<file path="config.mk">
export PLATFORM = sky130hd
export DESIGN_NAME = keyword_mask_filter_core
export DESIGN_NICKNAME = d
export VERILOG_FILES = /design/src/hw/rtl/kmf_pkg.sv /design/src/hw/rtl/kmf_table.sv /design/src/hw/rtl/keyword_mask_filter_core.sv
export SDC_FILE = /design/constraint.sdc
export NUM_CORES = 2
export LEC_CHECK = 0
export ABC_CLOCK_PERIOD_IN_PS = 10750
export BUFFER_PORTS_ARGS = -buffer_cell sky130_fd_sc_hd__buf_2
export CORE_UTILIZATION = 60
export DETAILED_ROUTE_END_ITERATION = 8
export PLACE_DENSITY = 0.73
export SLEW_MARGIN = 20
export SYNTH_ARGS = -nofsm -noshare
export SYNTH_HDL_FRONTEND = slang
export SYNTH_SLANG_ARGS = --single-unit
</file>
<file path="constraint.sdc">
create_clock -name clk_i -period 10.75 [get_ports clk_i]
set_clock_uncertainty 0.05 [all_clocks]
set_input_delay 0.5375 -clock clk_i [delete_from_list [all_inputs] [get_ports clk_i]]
set_output_delay 0.5375 -clock clk_i [all_outputs]
set_load 0.01 [all_outputs]
</file>
<file path="src/hw/rtl/kmf_pkg.sv">
`default_nettype none

package kmf_pkg;

  localparam int NumWords   = 16;
  localparam int MaxWordLen = 16;
  localparam int WordIdxW   = $clog2(NumWords);
  localparam int CharIdxW   = $clog2(MaxWordLen);
  localparam int LenW       = $clog2(MaxWordLen + 1);
  localparam int FillW      = $clog2(MaxWordLen + 1);
  localparam int ActiveW    = 5;

  localparam logic [7:0] MaskChar = 8'd42;

  localparam logic [1:0] ReqData   = 2'd0;
  localparam logic [1:0] ReqWrByte = 2'd1;
  localparam logic [1:0] ReqSetLen = 2'd2;

  typedef struct packed {
    logic [1:0] req_type;
    logic [3:0] word_slot;
    logic [3:0] char_slot;
    logic [7:0] byte_value;
    logic [4:0] word_length;
    logic       mask_enable;
    logic       last_in;
  } kmf_in_t;

  typedef struct packed {
    logic [7:0] out_byte;
    logic       was_masked;
    logic       out_last;
  } kmf_out_t;

  typedef struct packed {
    logic       en;
    logic [7:0] data;
  } kmf_win_ent_t;

  typedef kmf_win_ent_t [MaxWordLen-1:0] kmf_win_t;

  typedef struct packed {
    logic       wr_byte;
    logic       wr_len;
    logic [3:0] word_slot;
    logic [3:0] char_slot;
    logic [7:0] byte_value;
    logic [4:0] word_length;
  } kmf_tbl_wr_t;

endpackage

`default_nettype wire

</file>
<file path="src/hw/rtl/kmf_table.sv">
`default_nettype none

module kmf_table import kmf_pkg::*; (
  input  wire logic                clk_i,
  input  wire logic                rst_ni,
  input  wire kmf_tbl_wr_t         wr_i,
  input  wire logic [WordIdxW-1:0] word_idx_i,
  input  wire kmf_win_t            win_i,
  input  wire logic [FillW-1:0]    fill_i,
  output logic                     hit_o,
  output logic [LenW-1:0]          len_o
);

  logic [MaxWordLen-1:0][7:0] kw_q [NumWords];
  logic [MaxWordLen-1:0][7:0] kw_rd_q;
  logic [LenW-1:0]            len_q [NumWords];
  logic [LenW-1:0]            len_rd_q;
  logic [LenW-1:0]            sat_len;

  assign sat_len = (LenW'(wr_i.word_length) > LenW'(MaxWordLen)) ? LenW'(MaxWordLen)
                                                                 : LenW'(wr_i.word_length);

  // The entry addressed by word_idx_i is compared in the following cycle.
  always_ff @(posedge clk_i) begin
    if (wr_i.wr_byte) begin
      kw_q[WordIdxW'(wr_i.word_slot)][CharIdxW'(wr_i.char_slot)] <= wr_i.byte_value;
    end
    kw_rd_q <= kw_q[word_idx_i];
  end

  always_ff @(posedge clk_i or negedge rst_ni) begin
    if (!rst_ni) begin
      for (int j = 0; j < NumWords; j++) begin
        len_q[j] <= '0;
      end
      len_rd_q <= '0;
    end else begin
      if (wr_i.wr_len) begin
        len_q[WordIdxW'(wr_i.word_slot)] <= sat_len;
      end
      len_rd_q <= len_q[word_idx_i];
    end
  end

  // A keyword hits only when all of its bytes are held and enabled.
  always_comb begin
    len_o = len_rd_q;
    hit_o = (len_o != '0) && (FillW'(len_o) <= fill_i);
    for (int i = 0; i < MaxWordLen; i++) begin
      if (LenW'(i) < len_o) begin
        if (!win_i[i].en || (win_i[i].data != kw_rd_q[i])) begin
          hit_o = 1'b0;
        end
      end
    end
  end

endmodule

`default_nettype wire

</file>
<file path="src/hw/rtl/keyword_mask_filter_core.sv">
// Streaming keyword masker.
// Requests enter on the in channel (in_valid_i, in_stall_o, in_req_i). A table
// request writes one keyword byte or one keyword length and is done in the
// cycle it is accepted. A data request shifts one byte into a 16-entry
// lookahead window; once the window is full, or when last_in flushes it, the
// oldest byte leaves on the out channel (out_valid_o, out_stall_i, out_rsp_o),
// replaced by '*' when it begins or lies inside a listed keyword.
// Each leaving byte is judged by one shared compare unit that checks one
// keyword per cycle against the window. A data request keeps in_stall_o high
// while the sequencer steps through the decide, scan and output states for
// each byte it releases; the scan runs over the active keywords, at most
// NumWords, and a match or a running cover ends it early. No new request is
// accepted until the sequencer is back in idle. A flush releases up to 16
// bytes one after another in this way. The user must write the active_words
// register through cfg_we_i and cfg_wdata_i only while the block is idle; the
// block itself does not enforce this.
// Reset empties the window and clears the keyword lengths and active count;
// keyword bytes must be written before use. A stalled output holds its
// result and the sequencer waits until the output register is free.
`default_nettype none

module keyword_mask_filter_core import kmf_pkg::*; (
  input  wire logic               clk_i,
  input  wire logic               rst_ni,
  input  wire logic               in_valid_i,
  output logic                    in_stall_o,
  input  wire kmf_in_t            in_req_i,
  output logic                    out_valid_o,
  input  wire logic               out_stall_i,
  output kmf_out_t                out_rsp_o,
  input  wire logic               cfg_we_i,
  input  wire logic [ActiveW-1:0] cfg_wdata_i
);

  localparam logic [1:0] StIdle   = 2'd0;
  localparam logic [1:0] StDecide = 2'd1;
  localparam logic [1:0] StScan   = 2'd2;
  localparam logic [1:0] StOut    = 2'd3;

  logic [1:0]         state_q, state_d;
  logic [7:0]         byte_q, byte_d;
  logic               en_q, en_d;
  logic               last_q, last_d;
  logic               pushed_q, pushed_d;
  logic [FillW-1:0]   k_q, k_d;
  logic [ActiveW-1:0] w_q, w_d;
  logic [LenW-1:0]    cover_q, cover_d;
  logic               masked_q, masked_d;
  logic [FillW-1:0]   fill_q, fill_d;
  kmf_win_t           win_q, win_d;
  logic [ActiveW-1:0] active_q;
  logic               out_valid_q, out_valid_d;
  kmf_out_t           out_q, out_d;

  logic               in_fire;
  logic               out_free;
  logic [ActiveW-1:0] n_words;
  kmf_tbl_wr_t        tbl_wr;
  logic               hit;
  logic [LenW-1:0]    hit_len;

  assign in_stall_o  = (state_q != StIdle);
  assign in_fire     = in_valid_i && !in_stall_o;
  assign out_valid_o = out_valid_q;
  assign out_rsp_o   = out_q;
  assign out_free    = !out_valid_q || !out_stall_i;
  assign n_words     = (active_q > ActiveW'(NumWords)) ? ActiveW'(NumWords) : active_q;

  always_comb begin
    tbl_wr             = '0;
    tbl_wr.wr_byte     = in_fire && (in_req_i.req_type == ReqWrByte);
    tbl_wr.wr_len      = in_fire && (in_req_i.req_type == ReqSetLen);
    tbl_wr.word_slot   = in_req_i.word_slot;
    tbl_wr.char_slot   = in_req_i.char_slot;
    tbl_wr.byte_value  = in_req_i.byte_value;
    tbl_wr.word_length = in_req_i.word_length;
  end

  kmf_table u_table (
    .clk_i      (clk_i),
    .rst_ni     (rst_ni),
    .wr_i       (tbl_wr),
    .word_idx_i (WordIdxW'(w_d)),
    .win_i      (win_q),
    .fill_i     (fill_q),
    .hit_o      (hit),
    .len_o      (hit_len)
  );

  always_comb begin
    state_d     = state_q;
    byte_d      = byte_q;
    en_d        = en_q;
    last_d      = last_q;
    pushed_d    = pushed_q;
    k_d         = k_q;
    w_d         = w_q;
    cover_d     = cover_q;
    masked_d    = masked_q;
    fill_d      = fill_q;
    win_d       = win_q;
    out_valid_d = out_valid_q && out_stall_i;
    out_d       = out_q;

    case (state_q)
      StIdle: begin
        if (in_fire && (in_req_i.req_type == ReqData)) begin
          byte_d   = in_req_i.byte_value;
          en_d     = in_req_i.mask_enable;
          last_d   = in_req_i.last_in;
          pushed_d = 1'b0;
          k_d      = '0;
          state_d  = StDecide;
        end
      end
      StDecide: begin
        w_d = '0;
        if (!pushed_q) begin
          if ((fill_q == FillW'(MaxWordLen)) && (k_q == '0)) begin
            state_d = StScan;
          end else begin
            win_d[CharIdxW'(fill_q)].data = byte_q;
            win_d[CharIdxW'(fill_q)].en   = en_q;
            fill_d   = fill_q + 1'b1;
            pushed_d = 1'b1;
          end
        end else if (last_q) begin
          if ((fill_q != '0) && (k_q < FillW'(MaxWordLen))) begin
            state_d = StScan;
          end else begin
            fill_d  = '0;
            cover_d = '0;
            state_d = StIdle;
          end
        end else if ((fill_q == FillW'(MaxWordLen)) && (k_q == '0)) begin
          state_d = StScan;
        end else begin
          state_d = StIdle;
        end
      end
      StScan: begin
        if (cover_q != '0) begin
          masked_d = 1'b1;
          cover_d  = cover_q - 1'b1;
          state_d  = StOut;
        end else if (w_q < n_words) begin
          if (hit) begin
            masked_d = 1'b1;
            cover_d  = hit_len - 1'b1;
            state_d  = StOut;
          end else begin
            w_d = w_q + 1'b1;
          end
        end else begin
          masked_d = 1'b0;
          state_d  = StOut;
        end
      end
      StOut: begin
        if (out_free) begin
          out_valid_d      = 1'b1;
          out_d.out_byte   = masked_q ? MaskChar : win_q[0].data;
          out_d.was_masked = masked_q;
          out_d.out_last   = pushed_q && last_q && (fill_q == FillW'(1));
          for (int i = 0; i < MaxWordLen - 1; i++) begin
            win_d[i] = win_q[i+1];
          end
          fill_d  = fill_q - 1'b1;
          k_d     = k_q + 1'b1;
          state_d = StDecide;
        end
      end
      default: begin
        state_d = StIdle;
      end
    endcase
  end

  always_ff @(posedge clk_i or negedge rst_ni) begin
    if (!rst_ni) begin
      state_q     <= StIdle;
      pushed_q    <= 1'b0;
      k_q         <= '0;
      w_q         <= '0;
      cover_q     <= '0;
      fill_q      <= '0;
      active_q    <= '0;
      out_valid_q <= 1'b0;
    end else begin
      state_q     <= state_d;
      pushed_q    <= pushed_d;
      k_q         <= k_d;
      w_q         <= w_d;
      cover_q     <= cover_d;
      fill_q      <= fill_d;
      out_valid_q <= out_valid_d;
      if (cfg_we_i) begin
        active_q <= cfg_wdata_i;
      end
    end
  end

  always_ff @(posedge clk_i) begin
    byte_q   <= byte_d;
    en_q     <= en_d;
    last_q   <= last_d;
    masked_q <= masked_d;
    win_q    <= win_d;
    out_q    <= out_d;
  end

  // The window never holds more than its depth.
  a_fill_bound: assert property (@(posedge clk_i) disable iff (!rst_ni)
    fill_q <= FillW'(MaxWordLen))
    else $error("window fill exceeds depth");

  // A byte is only released from a non-empty window.
  a_out_nonempty: assert property (@(posedge clk_i) disable iff (!rst_ni)
    (state_q == StOut) |-> (fill_q != '0))
    else $error("release from empty window");

  // A masked result always carries the mask character.
  a_mask_char: assert property (@(posedge clk_i) disable iff (!rst_ni)
    (out_valid_q && out_q.was_masked) |-> (out_q.out_byte == MaskChar))
    else $error("masked byte is not the mask character");

  // A pending match never covers more bytes than a keyword can span.
  a_cover_bound: assert property (@(posedge clk_i) disable iff (!rst_ni)
    cover_q < LenW'(MaxWordLen))
    else $error("cover count out of range");

  // After a flush the window is empty when the block is ready again.
  a_flush_empty: assert property (@(posedge clk_i) disable iff (!rst_ni)
    ((state_q == StDecide) && pushed_q && last_q && (state_d == StIdle)) |=>
      (fill_q == '0) && (cover_q == '0))
    else $error("window not empty after flush");

endmodule

`default_nettype wire
</file>
; ---- Word level (Yosys, flattened, before mapping)
; Memory sizes are Yosys's and may differ from the RTL's. A register that Yosys moved wholly into a read port is not among the register bits.
; Cells that the tools add are included.
[totals]
register_bits = 279
ramBits = 2048
in_bits = 35
output_inout_bits = 12
word_cells = 307
memories = 1
[classes]
n_addsub = 6
magnitude_cmp = 28
eq_ne = 41
n_mux = 91
bitwise = 4
reduce_logical = 71
[mem_list]
columns = memory, words, width, read_ports, rd_ports_with_merged_regs, write_ports, line
row1 = u_table.kw_q, 16, 128, 1, 1, 1, kmf_table.sv:14  ; logic [MaxWordLen-1:0][7:0] kw_q [NumWords];
[ops]
columns = cell, count
row1 = 135-bit 2-to-1 mux, 3
row2 = 144-bit bitwise mux, 2
row3 = 135-bit one-hot mux with 2 select lines, 1
row4 = 128-bit 2-to-1 mux, 1
row5 = 8-bit inequality test, 16
row6 = 5-bit 2-to-1 mux, 19
row7 = 80-bit bitwise mux, 1
row8 = 9-bit demux with 4-bit select, 2
row9 = 4-bit by 5-bit < comparator with 1-bit output (first input constant), 8
row10 = 1-bit 2-to-1 mux, 40
row11 = 5-bit one-hot mux with 2 select lines, 4
row12 = 8-bit demux with 4-bit select, 1
row13 = 3-bit inequality test (second input constant), 7
row14 = 5-bit binary-select mux with 4-bit select, 1
row15 = 5-bit demux with 4-bit select, 1
row16 = 3-bit by 5-bit < comparator with 1-bit output (first input constant), 4
row17 = 2-bit 2-to-1 mux, 10
row18 = 2-bit inequality test (second input constant), 10
row19 = 1-bit zero test, 19
row20 = 1-bit logical OR, 17
row21 = 8-bit 2-to-1 mux, 2
row22 = 5-bit by 1-bit adder with 5-bit output (second input constant), 3
row23 = 5-bit nonzero test, 3
row24 = 5-bit by 1-bit subtractor with 5-bit output (second input constant), 3
row25 = other kinds (29), 63

; ---- Logic depth before layout (Yosys ltp)
[logic_depth]
ltp_word = 42
ltp_mapped = 20
depth_no_buf = 15

; ---- Hierarchy
; From an unflattened synthesis, not the netlist that was laid out.
[hier_totals]
hier_cells = 4741
hier_area_um2 = 94878.5
[modules_own_cells]
columns = mod, n_inst, cells_each, area_each_um2
row1 = kmf_table, 1, 3988, 86277.7
row2 = keyword_mask_filter_core, 1, 753, 8600.7

; ---- Worst setup path after synthesis
; OpenSTA, ideal clock, no wires.
[synth_path]
kind = reg2reg
start = register fill_q[2]
end = register u_table.len_rd_q[0] (netlist: u_table.len_o[0])
t_arrival_ns = 3.551
required_ns = 10.579
setup_slack_ns = 7.027
path_stages_with_launch = 18
path_buffers = 4
synth_period_minus_slack_ns = 3.723
cell_sequence = dfrtp_1 -> clkbuf_1 -> inv_1 -> ha_1 -> a21o_1 -> a21o_1 -> a211oi_1 -> o22ai_1 -> nor3_1 -> nand4_4 -> nand2_2 -> o311a_1 -> buf_6 -> buf_6 -> buf_4 -> mux4_2 -> a22oi_1 -> nand2_1
[synth_via]
elab_chain_len = 42
[synth_rtl]
columns = element, line
row1 = "start, declared", keyword_mask_filter_core.sv:49  ; logic [FillW-1:0] fill_q, fill_d;
row2 = "start signal, assigned", keyword_mask_filter_core.sv:195  ; fill_q <= fill_d;
row3 = 5-bit less-or-equal comparator *, kmf_table.sv:48  ; hit_o = (len_o != '0) && (FillW'(len_o) <= fill_i);
row4 = 1-bit logical AND *, kmf_table.sv:48
row5 = 1-bit 2-to-1 mux, kmf_table.sv:51  ; if (!win_i[i].en || (win_i[i].data != kw_rd_q[i])) begin
row6 = 1-bit 2-to-1 mux *, kmf_table.sv:50  ; if (LenW'(i) < len_o) begin
row7 = 1-bit 2-to-1 mux, kmf_table.sv:51
row8 = 1-bit 2-to-1 mux *, kmf_table.sv:50
row9 = 1-bit 2-to-1 mux, kmf_table.sv:51
row10 = 1-bit 2-to-1 mux *, kmf_table.sv:50
row11 = [... 25 more ...], --
row12 = 1-bit 2-to-1 mux *, kmf_table.sv:50
row13 = 5-bit 2-to-1 mux *, keyword_mask_filter_core.sv:147  ; if (hit) begin
row14 = 5-bit 2-to-1 mux *, keyword_mask_filter_core.sv:146  ; end else if (w_q < n_words) begin
row15 = 5-bit 2-to-1 mux *, keyword_mask_filter_core.sv:142  ; if (cover_q != '0) begin
row16 = 5-bit one-hot mux with 2 select lines *, keyword_mask_filter_core.sv:105  ; case (state_q)
row17 = 4-bit NOT with 5-bit output (not written as such) *, kmf_table.sv:41  ; len_rd_q <= len_q[word_idx_i];
row18 = 5-bit binary-select mux with 4-bit select *, kmf_table.sv:41
row19 = 5-bit 2-to-1 mux (not written as such) * (2 in a row), kmf_table.sv:41
row20 = "end signal, assigned", kmf_table.sv:41
row21 = "end, declared", kmf_table.sv:17  ; logic [LenW-1:0] len_rd_q;
; Mark *: on every way between the ends. The rest lies on a longest branch, timed or not. The select of a mux whose other input is x is not followed.
; A chain may end at the register's enable or synchronous reset.

; ---- Worst setup path in the final report
[layout_path]
start = register win_q[131] (netlist name)
end = register u_table.kw_rd_q[100] (netlist name), read port of u_table.kw_q
[layout_via]
elab_chain_len = 10
[layout_rtl]
columns = element, line
row1 = "start, declared", keyword_mask_filter_core.sv:50  ; kmf_win_t win_q, win_d;
row2 = "start signal, assigned", keyword_mask_filter_core.sv:208  ; win_q <= win_d;
row3 = 8-bit inequality test *, kmf_table.sv:51
row4 = 1-bit logical OR *, kmf_table.sv:51
row5 = 1-bit 2-to-1 mux *, kmf_table.sv:51
row6 = 1-bit 2-to-1 mux *, kmf_table.sv:50
row7 = 1-bit 2-to-1 mux, kmf_table.sv:51
row8 = 1-bit 2-to-1 mux *, kmf_table.sv:50
row9 = 5-bit 2-to-1 mux *, keyword_mask_filter_core.sv:147
row10 = 5-bit 2-to-1 mux *, keyword_mask_filter_core.sv:146
row11 = 5-bit 2-to-1 mux *, keyword_mask_filter_core.sv:142
row12 = 5-bit one-hot mux with 2 select lines *, keyword_mask_filter_core.sv:105
row13 = "end, declared", kmf_table.sv:15  ; logic [MaxWordLen-1:0][7:0] kw_rd_q;
; Marked as above.

==> summary.md <==
| Metric | Value |
|---|---|
| Vias in the first global route | `between 50000 and 60000` |
| Total GRT Usage | `0.326` |
| CP Launch Type | `flip-flop` |
| Critical path origin | `win_q[131]$_DFFE_PP_` |
| CTS tree | `yes` |
| Worst reg2reg setup slack | `approximately 3900 ps` |
| Largest net degree at the start of global routing | `between 150 and 200` |
| Worst path required time | `between 10000 and 15000 ps` |
| Clk sinks | `roughly 2500` |
| Share of post-route cells with drive strength above 1 | `0.0931` |
| Slew @ Worst Pin | `~1300 ps` |
| Initial antenna violation count | `14` |
| Clock Tree Buf Depth | `3` |
| Period minus WS final | `~7000 ps` |
| Root buf cell | `clkbuf_16` |
| Ys async rst share | `0.0464` |
| Critical Path AT | `7530 ps` |
| Top cell type's share of synthesized area | `0.690` |
| Top cells by count, synth | `edfxtp_1, nand2_1, nand3_1` |
| Power Density | `215 nW/µm²` |
| CTS H-tree depth | `4` |
| Final slew viol count | `0` |
| DRT iter0 DRCs | `roughly 10000` |
| Sequential share of power | `0.483` |
| Fillers | `around 11000` |
| VDD IR-drop max | `between 0.2 and 0.3 mV` |
| I/O Buffers | `46` |
| Via count | `between 60000 and 70000` |
| RSZ-0062 raised after global routing | `no` |
| Starting density of the core | `0.606` |
| Dominant cell by count in the synthesized netlist | `edfxtp_1` |
| Yosys cell types | `68` |
| GPL Wtd Cong | `about 0.96` |
| Final setup violation count | `0` |
| Critical Path Fanout Max | `between 100 and 150` |
| Place WS | `4180 ps` |
| R2R Path End | `u_table.kw_rd_q[100]$_DFF_P_` |
| Chip Width | `approximately 400 µm` |
| Die Y | `between 400 and 500 µm` |
| Wire length per cell | `around 29 µm` |
| Cell count of the worst reg-to-reg path | `14` |
| Critical path type | `reg2reg` |
| Tcrit/Tclk final | `0.641` |
| I/O pin cnt | `47` |
| Combinational fraction of design power | `0.149` |
| Total nets after synthesis | `approximately 7000` |
| Post-cts gate resize count | `0` |
| Internal Power | `0.0167 W` |
| CORE AREA | `159000 µm²` |
| Number of flops mapped to enable cells by yosys | `between 2000 and 2500` |
| Post-synth top area cell | `edfxtp_1` |
| Maximum clock rate | `approximately 150 MHz` |
| First-pass GRT wire length | `between 300000 and 400000 µm` |
| Clock power frac | `0.368` |
| Crit path capture | `u_table.kw_rd_q[100]$_DFF_P_` |
| Avg Cell Area, Syn | `approximately 14 µm²` |
| Global route total overflow | `0` |
| Worst Hold Class | `in2reg` |
| Clock Pin Slew Worst Setup and Hold Paths | `about 60 ps` |
| Die Area | `162000 µm²` |
| CTS buffer count | `230` |
| Outcome | `finished, final reports clean` |
| CTS Hold Buffers Added | `13` |
| Yosys warning count | `0` |
| Worst r2r src | `win_q[131]$_DFFE_PP_` |
| Detail Route Antenna Nets | `0` |
| CP endpoint kind | `flip-flop` |
| CP most frequent cell | `nand4_1` |
| Lkg Pwr | `roughly 35 nW` |
| Clock latency on the worst-skew pair | `a little under 900 ps` |
| Area added between synthesis and finish | `10.3%` |
| Via/cell ratio | `roughly 6.5` |
| Placed cell count | `between 8000 and 9000` |
| Netlist Area Pre-Place | `96400 µm²` |
| Worst stage delay on the critical path | `approximately 1100 ps` |
| DPL Wire Length | `154000 µm` |
| Total wire length | `roughly 270000 µm` |
| Slew headroom | `0.124` |
| Post-CTS Setup Repair Bufs | `0` |
| Final worst slack | `~3900 ps` |
| Seq/Total Area, Yosys | `0.746` |
| Synth Flop Type | `edfxtp_1` |
| Synth Register Bits | `2455` |
| Slowest stage cell, crit path | `nor2_4` |
| DR DRC count | `0` |
| Nets@finish | `7076` |
| Post-Syn Instances | `a little over 7000` |
| Row count | `roughly 150` |
| Final hold violations | `0` |
| Setup_tns | `0 ps` |
| Post-route insts no fill | `slightly above 9000` |
| Max-cap violation count | `0` |
| Drt pass-1 iters | `8` |
| Switching part of the total | `0.270` |
| Main area contributors after synthesis | `edfxtp_1, nand2_1, nand3_1` |
| Worst-path cell chain | `xor2_1 -> nor4_1 -> nand4_1 -> or4_1 -> a22oi_2 -> nand4_4 -> nand2_2 -> o311a_4 -> inv_8 -> nor2_4 -> buf_4 -> a32oi_1 -> nand4_1 -> nand2_1` |
| Net Switching | `0.00615 W` |
cells by family after synthesis:
group / Yosys count / share of synthesized area
AOI/OAI and AO/OA: 454 / 0.0300
xor gates and xnor gates: 133 / 0.0121
DFF: 2455 / 0.746
muxes: 221 / 0.0393
buffers and inverters: 459 / 0.0210
adders and majority gates: 25 / 0.00325
and+or+nand+nor: 3328 / 0.149
metal layers:
layer  global-route usage  wire length [µm]  vias to the layer above
li1                     -                 -                    25800
met1                0.460             99400                    30000
met2                0.494            122000                     4006
met3               0.0723             31900                      612
met4                0.139             12000                       10
met5                    0                70                        -
power by group through the flow:
stage          Sequential (W)  Combinational, W  Clock [W]
3_5_place_dp           0.0112           0.00332          0
5_1_grt                0.0110           0.00366    0.00876
2_1_floorplan          0.0111           0.00230          0
6_report               0.0110           0.00340    0.00839
4_1_cts                0.0110           0.00335    0.00840
3_3_place_gp           0.0112           0.00329          0
worst max-delay path, delay by kind of cell, from the launching register on:
kind                      cells  cell delay [ps]
AOI/OAI and AO/OA             3             1220
xor gates and xnor gates      1              170
buffers and inverters         2             1230
DFF                           1              420
and+or+nand+nor               8             3350
layout make-up:
cell class | count | area [µm²] | area share
Antenna cell | 6 | 15.0 | 0.000141
Tap cell | 2072 | 2590 | 0.0244
Clock inverter | 132 | 1560 | 0.0146
Clock buffer | 305 | 6280 | 0.0591
Multi-Input combinational cell | 4161 | 22700 | 0.213
Sequential cell | 2455 | 71900 | 0.676
Inverter | 28 | 128 | 0.00120
Timing Repair Buffer | 140 | 1170 | 0.0110
worst min path at each step:
| stage | startpoint | end | slack, ps | depth (start not counted) |
|---|---|---|---|---|
| 6_report | out_stall_i | out_valid_o$_DFF_PN0_ | 60 | 3 |
| 5_1_grt | out_stall_i | out_valid_o$_DFF_PN0_ | 60 | 3 |
| 4_1_cts | out_stall_i | out_valid_o$_DFF_PN0_ | 20 | 3 |
| 3_5_place_dp | byte_q[5]$_DFFE_PP_ | win_q[140]$_DFFE_PP_ | 390 | 0 |
| 3_3_place_gp | byte_q[6]$_DFFE_PP_ | win_q[141]$_DFFE_PP_ | 390 | 0 |
| 2_1_floorplan | rst_ni | active_q[0]$_DFFE_PN0P_ | 190 | 0 |
registers in the layout, summed over array words and instances, names as in the netlist:
| signal | cells |
|---|---|
| byte_q | 8 |
| out_valid_o | 1 |
| win_q | 144 |
| pushed_q | 1 |
| last_q | 1 |
| out_rsp_o | 10 |
| k_q | 5 |
| cover_q | 5 |
| u_table.kw_rd_q | 128 |
| fill_q | 5 |
| en_q | 1 |
| masked_q | 1 |
| u_table.kw_q | 2048 |
| u_table.len_o | 5 |
| active_q | 5 |
| state_q | 2 |
| u_table.len_q | 80 |
| w_q | 5 |
through the flow:
| stage | hold WS (ps) | instance area, µm² | utilization | power, W |
|---|---|---|---|---|
| 6_report | 62.1 | 106000 | 0.669 | 0.0228 |
| 4_1_cts | 16.8 | 106000 | 0.668 | 0.0228 |
| 3_5_place_dp | 387 | 98200 | 0.618 | 0.0145 |
| 3_3_place_gp | 388 | 98200 | 0.618 | 0.0145 |
| 5_1_grt | 62.5 | 106000 | 0.669 | 0.0234 |
| 2_1_floorplan | 192 | 96400 | - | 0.0134 |
layout by cell type (no fill, tap or decap), types with 20 or more instances in the layout:
master / netlist / layout
o21ai_0: 92 / 92
nand3_1: 966 / 960
edfxtp_1: 2213 / 2213
a32oi_1: 62 / 62
a22oi_1: 63 / 63
bufinv_16: 0 / 31
nand2_1: 1813 / 1804
dfrtp_1: 114 / 114
clkbuf_1: 236 / 52
clkinv_1: 1 / 33
mux2_2: 20 / 20
nor2_1: 312 / 306
clkbuf_16: 0 / 231
clkbuf_8: 0 / 30
a21oi_1: 161 / 161
dfxtp_1: 128 / 128
mux4_2: 124 / 124
buf_4: 17 / 72
xnor2_1: 94 / 94
xor2_1: 39 / 39
buf_2: 127 / 37
inv_1: 23 / 23
ha_1: 25 / 24
mux2i_1: 77 / 77
nand4_1: 144 / 144
clkinv_2: 0 / 48
a31oi_1: 21 / 21
Note: power is estimated with default switching activity, not from simulation.
